**config.mk**
```make
export PLATFORM = sky130hd
export DESIGN_NAME = timer_period_sync_loop
export DESIGN_NICKNAME = d
export VERILOG_FILES = /design/src/hdl/tpsl_pkg.sv /design/src/hdl/tpsl_mul.sv /design/src/hdl/timer_period_sync_loop.sv
export SDC_FILE = /design/constraint.sdc
export NUM_CORES = 2
export LEC_CHECK = 0
export ABC_AREA = 1
export ABC_CLOCK_PERIOD_IN_PS = 7900
export BUFFER_PORTS_ARGS = -buffer_cell sky130_fd_sc_hd__buf_2
export CAP_MARGIN = 20
export CORE_MARGIN = 10
export CORE_UTILIZATION = 50
export DETAILED_ROUTE_END_ITERATION = 7
export HOLD_SLACK_MARGIN = 0.05
export PLACE_DENSITY = 0.8
export SLEW_MARGIN = 20
export SYNTH_ARGS = -nofsm -noshare
export SYNTH_HDL_FRONTEND = slang
export SYNTH_HIERARCHICAL = 1
export SYNTH_SLANG_ARGS = --single-unit
```
**constraint.sdc**
```tcl
create_clock -name clk -period 7.9 [get_ports clk]
set_input_delay 1.58 -clock clk [delete_from_list [all_inputs] [get_ports clk]]
set_output_delay 1.58 -clock clk [all_outputs]
set_load 0.01 [all_outputs]
```
**src/hdl/tpsl_pkg.sv**
```systemverilog
// Shared types and constants for the timer period sync loop.
// Used by the top level and the shared multiplier.
`default_nettype none

package tpsl_pkg;

  localparam int MUL_A_W = 32;
  localparam int MUL_B_W = 18;
  localparam int PROD_W  = MUL_A_W + MUL_B_W;

  localparam int CFG_IDX_W  = 3;
  localparam int CFG_DATA_W = 31;

  // configuration register indexes
  localparam logic [CFG_IDX_W-1:0] REG_FILTER_COEFF     = 3'd0;
  localparam logic [CFG_IDX_W-1:0] REG_PEAK_THRESHOLD   = 3'd1;
  localparam logic [CFG_IDX_W-1:0] REG_DISCARD_LIMIT    = 3'd2;
  localparam logic [CFG_IDX_W-1:0] REG_GAIN_P           = 3'd3;
  localparam logic [CFG_IDX_W-1:0] REG_GAIN_D           = 3'd4;
  localparam logic [CFG_IDX_W-1:0] REG_CENTERING_OFFSET = 3'd5;
  localparam logic [CFG_IDX_W-1:0] REG_PERIOD_MIN       = 3'd6;
  localparam logic [CFG_IDX_W-1:0] REG_PERIOD_MAX       = 3'd7;

  // operation codes
  localparam logic OP_CAPTURE = 1'b0;
  localparam logic OP_CHECK   = 1'b1;

  localparam logic [15:0] RELOAD_TOP = 16'hffff;

  // request into the shared multiplier
  typedef struct packed {
    logic                      load;
    logic signed [MUL_A_W-1:0] a;
    logic signed [MUL_B_W-1:0] b;
  } mul_req_t;

endpackage

`default_nettype wire

```
**src/hdl/tpsl_mul.sv**
```systemverilog
// Shared signed 32x18 multiplier with a registered product.
// Depends on tpsl_pkg for the request type and widths.
`default_nettype none

module tpsl_mul (
  input  wire logic                                  clk,
  input  wire tpsl_pkg::mul_req_t                    req,
  output logic signed [tpsl_pkg::PROD_W-1:0]         prod
);

  always_ff @(posedge clk) begin
    if (req.load) begin
      prod <= tpsl_pkg::PROD_W'(req.a) * tpsl_pkg::PROD_W'(req.b);
    end
  end

endmodule

`default_nettype wire

```
**src/hdl/timer_period_sync_loop.sv**
```systemverilog
// Timer period sync loop, top level. Uses tpsl_pkg and tpsl_mul.
// A capture item steps through the sequencer states S_SP_MUL to S_STEP, a
// check tick through S_CHK_MUL and S_CHK; either waits in its last state
// until the result register is free. A new item is taken only back in S_IDLE,
// so items never overlap; the sequencer steps the single shared multiplier.
// Reset (synchronous, active high): configuration registers to defaults, loop state to zero.
`default_nettype none

module timer_period_sync_loop #(
  parameter int HIRES_SCALE = 16384
) (
  input  wire logic                               clk,
  input  wire logic                               rst,
  input  wire logic                               in_valid,
  output logic                                    in_ready,
  input  wire logic                               operation,
  input  wire logic [15:0]                        capture_count,
  input  wire logic [15:0]                        tick_count,
  input  wire logic [15:0]                        timer_reload,
  output logic                                    out_valid,
  input  wire logic                               out_ready,
  output logic                                    reload_write,
  output logic [15:0]                             new_reload,
  output logic signed [14:0]                      half_reload,
  output logic signed [15:0]                      correction,
  output logic signed [31:0]                      inst_period,
  output logic                                    sync_valid,
  input  wire logic                               cfg_write,
  input  wire logic [tpsl_pkg::CFG_IDX_W-1:0]     cfg_index,
  input  wire logic [tpsl_pkg::CFG_DATA_W-1:0]    cfg_data
);

  localparam logic [3:0] S_IDLE    = 4'd0;
  localparam logic [3:0] S_SP_MUL  = 4'd1;
  localparam logic [3:0] S_SP      = 4'd2;
  localparam logic [3:0] S_INST    = 4'd3;
  localparam logic [3:0] S_DEV     = 4'd4;
  localparam logic [3:0] S_MAG     = 4'd5;
  localparam logic [3:0] S_OUTL    = 4'd6;
  localparam logic [3:0] S_AVG1    = 4'd7;
  localparam logic [3:0] S_AVG2    = 4'd8;
  localparam logic [3:0] S_AVG3    = 4'd9;
  localparam logic [3:0] S_PD1     = 4'd10;
  localparam logic [3:0] S_PD2     = 4'd11;
  localparam logic [3:0] S_PD3     = 4'd12;
  localparam logic [3:0] S_STEP    = 4'd13;
  localparam logic [3:0] S_CHK_MUL = 4'd14;
  localparam logic [3:0] S_CHK     = 4'd15;

  localparam logic [tpsl_pkg::MUL_B_W-1:0] SCALE_B = tpsl_pkg::MUL_B_W'(HIRES_SCALE);

  // configuration
  logic [15:0] filter_coeff;
  logic [30:0] peak_threshold;
  logic [15:0] discard_limit;
  logic [15:0] gain_p;
  logic [15:0] gain_d;
  logic [15:0] centering_offset;
  logic [15:0] period_min;
  logic [15:0] period_max;

  // loop state
  logic [31:0] prev_sample_point;
  logic [31:0] avg_period;
  logic [15:0] discard_counter;
  logic [15:0] prev_phase_error;
  logic [31:0] last_sample_point;
  logic        locked_flag;

  // working registers
  logic [3:0]  state;
  logic [3:0]  state_next;
  logic [15:0] cap;
  logic [15:0] tick;
  logic [15:0] reload;
  logic [31:0] sp;
  logic [31:0] inst;
  logic [31:0] inst_raw;
  logic [31:0] dev;
  logic        outlier;
  logic [31:0] acc;
  logic [15:0] phase;
  logic [15:0] corr;

  tpsl_pkg::mul_req_t                   mreq;
  logic signed [tpsl_pkg::PROD_W-1:0]   prod;

  logic [15:0] cap_diff;
  logic [16:0] phase_delta;
  logic [17:0] inv_coeff;
  logic [31:0] mag;
  logic [14:0] pd_sum;
  logic [15:0] chk_v;
  logic        chk_drop;
  logic        slot_free;
  logic [15:0] step_min;
  logic [15:0] step_max;
  logic        step_up;
  logic        step_down;
  logic [15:0] res_reload;
  logic        res_write;
  logic [15:0] half_sum;

  tpsl_mul u_mul (
    .clk  (clk),
    .req  (mreq),
    .prod (prod)
  );

  assign in_ready  = (state == S_IDLE);
  assign slot_free = !out_valid || out_ready;

  assign cap_diff    = cap - reload;
  assign phase_delta = {phase[15], phase} - {prev_phase_error[15], prev_phase_error};
  assign inv_coeff   = 18'h10000 - {2'b00, filter_coeff};
  assign mag         = dev[31] ? (32'd0 - dev) : dev;
  assign pd_sum      = acc[14:0] + prod[30:16];
  assign chk_v       = prod[15:0] + last_sample_point[31:16] - tick;
  assign chk_drop    = (discard_counter == 16'd0) || chk_v[15];

  assign step_min  = tpsl_pkg::RELOAD_TOP - period_min;
  assign step_max  = tpsl_pkg::RELOAD_TOP - period_max;
  assign step_up   = corr[15] && (reload < step_min);
  assign step_down = !corr[15] && (corr != 16'd0) && (reload > step_max);

  always_comb begin
    res_write  = 1'b0;
    res_reload = reload;
    if (state == S_STEP) begin
      if (step_up) begin
        res_write  = 1'b1;
        res_reload = reload + 16'd1;
      end else if (step_down) begin
        res_write  = 1'b1;
        res_reload = reload - 16'd1;
      end
    end
  end

  // halve toward zero: add one to negative values before the shift
  assign half_sum = res_reload + {15'd0, res_reload[15]};

  // operand select for the shared multiplier
  always_comb begin
    mreq.load = 1'b0;
    mreq.a    = '0;
    mreq.b    = '0;
    unique case (state)
      S_SP_MUL: begin
        mreq.load = 1'b1;
        mreq.a    = {{16{cap_diff[15]}}, cap_diff};
        mreq.b    = SCALE_B;
      end
      S_AVG1: begin
        mreq.load = 1'b1;
        mreq.a    = avg_period;
        mreq.b    = {2'b00, filter_coeff};
      end
      S_AVG2: begin
        mreq.load = 1'b1;
        mreq.a    = inst;
        mreq.b    = inv_coeff;
      end
      S_PD1: begin
        mreq.load = 1'b1;
        mreq.a    = {{16{phase[15]}}, phase};
        mreq.b    = {{2{gain_p[15]}}, gain_p};
      end
      S_PD2: begin
        mreq.load = 1'b1;
        mreq.a    = {{15{phase_delta[16]}}, phase_delta};
        mreq.b    = {{2{gain_d[15]}}, gain_d};
      end
      S_CHK_MUL: begin
        mreq.load = 1'b1;
        mreq.a    = {16'd0, avg_period[31:16]};
        mreq.b    = {2'b00, discard_limit};
      end
      default: begin
        mreq.load = 1'b0;
      end
    endcase
  end

  always_comb begin
    state_next = state;
    unique case (state)
      S_IDLE: begin
        if (in_valid) begin
          state_next = (operation == tpsl_pkg::OP_CHECK) ? S_CHK_MUL : S_SP_MUL;
        end
      end
      S_SP_MUL:  state_next = S_SP;
      S_SP:      state_next = S_INST;
      S_INST:    state_next = S_DEV;
      S_DEV:     state_next = S_MAG;
      S_MAG:     state_next = S_OUTL;
      S_OUTL:    state_next = S_AVG1;
      S_AVG1:    state_next = S_AVG2;
      S_AVG2:    state_next = S_AVG3;
      S_AVG3:    state_next = S_PD1;
      S_PD1:     state_next = S_PD2;
      S_PD2:     state_next = S_PD3;
      S_PD3:     state_next = S_STEP;
      S_STEP:    state_next = slot_free ? S_IDLE : S_STEP;
      S_CHK_MUL: state_next = S_CHK;
      S_CHK:     state_next = slot_free ? S_IDLE : S_CHK;
      default:   state_next = S_IDLE;
    endcase
  end

  always_ff @(posedge clk) begin
    if (rst) begin
      state <= S_IDLE;
    end else begin
      state <= state_next;
    end
  end

  // configuration writes
  always_ff @(posedge clk) begin
    if (rst) begin
      filter_coeff     <= 16'd64000;
      peak_threshold   <= 31'd2000;
      discard_limit    <= 16'd16;
      gain_p           <= 16'd24000;
      gain_d           <= 16'd8192;
      centering_offset <= 16'd32767;
      period_min       <= 16'd0;
      period_max       <= 16'hffff;
    end else if (cfg_write) begin
      unique case (cfg_index)
        tpsl_pkg::REG_FILTER_COEFF:     filter_coeff     <= cfg_data[15:0];
        tpsl_pkg::REG_PEAK_THRESHOLD:   peak_threshold   <= cfg_data;
        tpsl_pkg::REG_DISCARD_LIMIT:    discard_limit    <= cfg_data[15:0];
        tpsl_pkg::REG_GAIN_P:           gain_p           <= cfg_data[15:0];
        tpsl_pkg::REG_GAIN_D:           gain_d           <= cfg_data[15:0];
        tpsl_pkg::REG_CENTERING_OFFSET: centering_offset <= cfg_data[15:0];
        tpsl_pkg::REG_PERIOD_MIN:       period_min       <= cfg_data[15:0];
        tpsl_pkg::REG_PERIOD_MAX:       period_max       <= cfg_data[15:0];
        default: begin
        end
      endcase
    end
  end

  // loop state
  always_ff @(posedge clk) begin
    if (rst) begin
      prev_sample_point <= 32'd0;
      avg_period        <= 32'd0;
      discard_counter   <= 16'd0;
      prev_phase_error  <= 16'd0;
      last_sample_point <= 32'd0;
      locked_flag       <= 1'b0;
    end else begin
      case (state)
        S_INST: begin
          prev_sample_point <= sp;
        end
        S_OUTL: begin
          if (outlier) begin
            if (discard_counter != 16'd0) begin
              discard_counter   <= discard_counter - 16'd1;
              last_sample_point <= last_sample_point + avg_period;
            end else begin
              last_sample_point <= sp;
            end
          end else begin
            last_sample_point <= sp;
            if (discard_counter < discard_limit) begin
              discard_counter <= discard_counter + 16'd1;
            end else begin
              locked_flag <= 1'b1;
            end
          end
        end
        S_AVG3: begin
          avg_period <= acc + prod[47:16];
        end
        S_PD3: begin
          prev_phase_error <= phase;
        end
        S_CHK: begin
          if (slot_free && chk_drop) begin
            discard_counter <= 16'd0;
            locked_flag     <= 1'b0;
          end
        end
        default: begin
        end
      endcase
    end
  end

  // item payload and working values
  always_ff @(posedge clk) begin
    if (in_valid && in_ready) begin
      cap    <= capture_count;
      tick   <= tick_count;
      reload <= timer_reload;
    end
    case (state)
      S_SP: begin
        sp <= prod[34:3] + {tick, 16'd0};
      end
      S_INST: begin
        inst     <= sp - prev_sample_point;
        inst_raw <= sp - prev_sample_point;
      end
      S_DEV: begin
        dev <= inst - avg_period;
      end
      S_MAG: begin
        outlier <= (mag >= {1'b0, peak_threshold});
      end
      S_OUTL: begin
        if (outlier && (discard_counter != 16'd0)) begin
          inst <= avg_period;
        end
      end
      S_AVG2: begin
        acc <= prod[47:16];
      end
      S_AVG3: begin
        phase <= last_sample_point[15:0] - centering_offset;
      end
      S_PD2: begin
        acc <= prod[47:16];
      end
      S_PD3: begin
        corr <= {pd_sum, 1'b0};
      end
      default: begin
      end
    endcase
  end

  // result register; holds until transferred
  always_ff @(posedge clk) begin
    if (rst) begin
      out_valid <= 1'b0;
    end else if (((state == S_STEP) || (state == S_CHK)) && slot_free) begin
      out_valid <= 1'b1;
    end else if (out_ready) begin
      out_valid <= 1'b0;
    end
  end

  always_ff @(posedge clk) begin
    if (((state == S_STEP) || (state == S_CHK)) && slot_free) begin
      reload_write <= res_write;
      new_reload   <= res_reload;
      half_reload  <= half_sum[15:1];
      if (state == S_STEP) begin
        correction  <= corr;
        inst_period <= inst_raw;
        sync_valid  <= locked_flag;
      end else begin
        correction  <= 16'd0;
        inst_period <= 32'd0;
        sync_valid  <= chk_drop ? 1'b0 : locked_flag;
      end
    end
  end

endmodule

`default_nettype wire

```
Word level (Yosys, flattened, before mapping)
Cells that the tools add are included.
Word-level totals
  register bits after elaboration: 645
  input bits: 88
  word-level logic and storage cells: 151
Operators by class
  reduce and logical (&&, ||, !) cells: 33
  eq/ne operators: 29
  $mul: 1
  multiplexer cells: 30
  magnitude comparators: 4
  add/sub/neg operators: 20
Operators with widths (number)
  $pmux W50 S6: 1
  $mux W32: 4
  $mux W16: 7
  $add A32 B32 Y32: 3
  $pmux W32 S2: 1
  $pmux W4 S16: 1
  $sub A32 B32 Y32: 2
  $mul A32 B18 Y48: 1
  $sub A16 B16 Y16: 3
  $add A16 B1 Y16 const B: 2
  $eq A4 B4 Y1 const B: 8
  $ge A32 B31 Y1: 1
  $lt A16 B16 Y1: 2
  $pmux W16 S2: 1
  $reduce_bool A16 Y1: 2
  $sub A1 B32 Y32 const A: 1
  $sub A16 B1 Y16 const B: 2
  $sub A16 B16 Y16 const A: 2
  $reduce_and A2 Y1: 9
  $sub A17 B16 Y18 const A: 1
  $sub A16 B16 Y17: 1
  $add A16 B1 Y16: 1
  $add A16 B16 Y16: 1
  $eq A4 B3 Y1 const B: 4
  22 further kinds: 56

Depth between registers and ports, before layout
  word-level depth: 7
  gate-level depth with buffers: 44
  gate-level depth less buffers: 42

Modules after synthesis
Netlist, hierarchy kept.
Modules (own cells, without submodules)
  timer_period_sync_loop: cells an instance 4496, times used 1, seq. area each 15154.5 um2, area each 36660.2 um2
  tpsl_mul: cells an instance 3051, times used 1, seq. area each 1501.4 um2, area each 23352.4 um2

Worst setup path before layout
No wires, ideal clock.
  path type: input to register
  from: input out_ready
  to: register discard_counter[11]
  path buffers: 1
  setup slack: -0.639 ns
  data required time: 7.785 ns
  arrival time: 8.424 ns
  cell stages on the path: 8
  path through: nor2_1 nor3_1 nand3_1 nand2_1 buf_1 nand3_1 nand2_1 nor2_1
Between the ends
  word-level cells in the longest chain between the ends: 4
RTL lines
  start: declaration: RTL line timer_period_sync_loop.sv:21  | input wire logic out_ready,
  $logic_or A1 B1 Y1: RTL line timer_period_sync_loop.sv:111  | assign slot_free = !out_valid || out_ready;
  $logic_and A1 B1 Y1: RTL line timer_period_sync_loop.sv:285  | if (slot_free && chk_drop) begin
  $ne A2 B2 Y1 (no source line)
  $reduce_and A4 Y1 (no source line)
  end signal: assignment: RTL line timer_period_sync_loop.sv:264  | discard_counter <= discard_counter - 16'd1;
  end signal: assignment: RTL line timer_period_sync_loop.sv:272  | discard_counter <= discard_counter + 16'd1;
  end: declaration: RTL line timer_period_sync_loop.sv:65  | logic [15:0] discard_counter;
No other way between the ends.
A chain may end at the register's enable or synchronous reset.

==> flow_summary_export.csv <==
group,metric,value,unit
critical_path,r2r_setup_slack,0.29,ns
hold_path,hold_path_class,"register to register",
place,port_buffers,169,
critical_path,reg2reg_depth,34,
routing,drt_iter0_drc,5176,
floorplan,std_cell_rows,126,
floorplan,start_util,50.3,%
cells_and_area,syn2layout_area_growth,11.1,%
sta,relSlewSlack,17.2,%
critical_path,critPathKind,"register to register",
cts,cts_buffer_depth,3,
cells_and_area,fin_util,55.9,%
cells_and_area,nNetsFinal,8671,
routing,drt_pass1_iterations,6,
sta,min_period_over_period,96.3,%
sta,drv_slew,0,
critical_path,slowest_stage,"fa_1",
floorplan,die_area,0.133,mm²
critical_path,critPathMaxFanout,18,
cts,clkSinkCount,645,
sta,setup_viol,0,
critical_path,critPathMaxStageDelay,0.53,ns
flow_run,drv_cap,0,
logic_synthesis,netlist_instances,7435,
floorplan,io_pins,171,
run_status,status,"finished, final reports clean",
cts,cts_root_buffer,"clkbuf_16",
place,routabilityCongestion,1.02,
cells_and_area,layout_commonest_cell,"nand2_1",
critical_path,r2r-end,"u_mul/prod[41]",
sta,timing.fmax,0.131,GHz
global_routing,grt_pass1_vias,49900,
routing,ant_nets,0,
place,placed_area,0.0626,mm²
cells_and_area,fin_area,0.0660,mm²
sta,skew,0.0242,ns
floorplan,die_h,365,µm
critical_path,critPathLaunchType,"register",
floorplan,die_x,365,µm
routing,wl_per_cell,20.0,µm
place,dp_slack,0.0145,ns
global_routing,grt_pass1_wl,281,mm
cts,ctsHtreeMaxLevel,3,
global_routing,gr-total-overflow,0,
cts,cts_buffers,72,
global_routing,antenna_found_initial,6,
cells_and_area,drive_above_1_share,9.84,%
routing,vias,50800,
critical_path,crit_start,"cap[0]",
routing,viasPerCell,5.52,
logic_synthesis,netlist_area,0.0594,mm²
cells_and_area,layout_common_cells,"nand2_1, inv_1, fa_1",
global_routing,grt_use_total,27.0,%
sta,rsz0062_at_grt,"true",
sta,final_hold_viol_count,0,
routing,post-route-drc-count,0,
logic_synthesis,yosys_warnings,6,
routing,routed_wl,183,mm
cts,clk_pin_slew,0.06,ns
power_and_ir_drop,power.leakage,32.6,nW
floorplan,core-area,0.118,mm²
power_and_ir_drop,worst_ir_drop_vdd,0.237,mV
cts,clock_latency,0.63,ns
cts,cts_tree,"done",
critical_path,arrival,8.00,ns
power_and_ir_drop,power_density,285,mW/mm²
critical_path,rr_startpoint,"cap[0]",
critical_path,critical_path.endpoint,"u_mul/prod[41]",
critical_path,crit_path_end_kind,"register",
logic_synthesis,synth_area_per_cell,7.99,µm²
sta,whs,0.455,ns
critical_path,crit_required,8.29,ns
sta,min_period,7.61,ns
sta,worst_pin_slew,1.23,ns
cts,holdBufCountCts,0,
sta,fin_ws,0.294,ns
place,post-dp-hpwl,144,mm
logic_synthesis,synth_nets,8508,
global_routing,grt_max_degree,118,
where the power goes:
group          switching, mW  leakage, nW  internal, mW
registers              0.553         5.64          4.58
logic                   6.80         25.7          3.29
clock network           1.49         1.20          2.09
metal layers:
| layer | vias to the layer above | routed length [µm] | global-route usage (%) |
|---|---|---|---|
| met1 | 24300 | 72000 | 34.1 |
| li1 | 23600 | - | - |
| met4 | 4 | 11400 | 14.4 |
| met5 | - | 27 | 0 |
| met3 | 534 | 16000 | 4.54 |
| met2 | 2359 | 84000 | 44.0 |
flip-flops by register name (all words and copies together), names as in the netlist, 31 cells and up:
signal and cells:
dev 32, u_mul/prod 48, inst 32, prev_sample_point 32, sp 32, inst_raw 32, acc 32, last_sample_point 32
avg_period 32, peak_threshold 31, inst_period 32
how the worst min path moves through the flow:
stage,cells after the start,endpoint,slack (ns),start
2_1_floorplan,0,sp[0],0.43,u_mul/prod[3]
3_3_place_gp,0,sp[7],0.43,u_mul/prod[10]
3_5_place_dp,0,sp[7],0.44,u_mul/prod[10]
4_1_cts,0,sp[7],0.46,u_mul/prod[10]
5_1_grt,0,sp[7],0.47,u_mul/prod[10]
6_report,0,sp[8],0.45,u_mul/prod[11]
cell type report:
class                           count  area [µm²]
Tap cell                         1536        1920
Clock buffer                       89        1980
Antenna cell                        3        7.51
Fill cell                       10400       51900
Inverter                         1604        6030
Clock inverter                     42         505
Sequential cell                   645       16600
Timing Repair Buffer              342        2510
Multi-Input combinational cell   4933       36400
critical path: cells and delay by family, from the launching register on:
| family | cells | cell delay [ns] |
|---|---|---|
| fa+ha+maj | 9 | 3.95 |
| compound gates | 3 | 0.47 |
| simple gates | 14 | 1.90 |
| flops | 1 | 0.38 |
| buf+inv | 8 | 0.65 |
per-stage QoR:
| step | instances | TNS (ns) | power [mW] |
|---|---|---|---|
| 2_1_floorplan | 7435 | 0 | 10.9 |
| 3_3_place_gp | 9027 | 0 | 14.4 |
| 3_5_place_dp | 9027 | 0 | 14.6 |
| 4_1_cts | 9158 | 0 | 18.2 |
| 5_1_grt | 9191 | -0.226 | 19.8 |
| 6_report | 9194 | 0 | 18.8 |
what timing repair did:
item                                    in CTS  in global routing
endpoints found under the setup margin       1                 31
pin swaps                                    0                 19
resized for setup                            1                133
setup buffers                                0                 27
cloned                                       0                  3
Power figures use the tool's default switching activity.
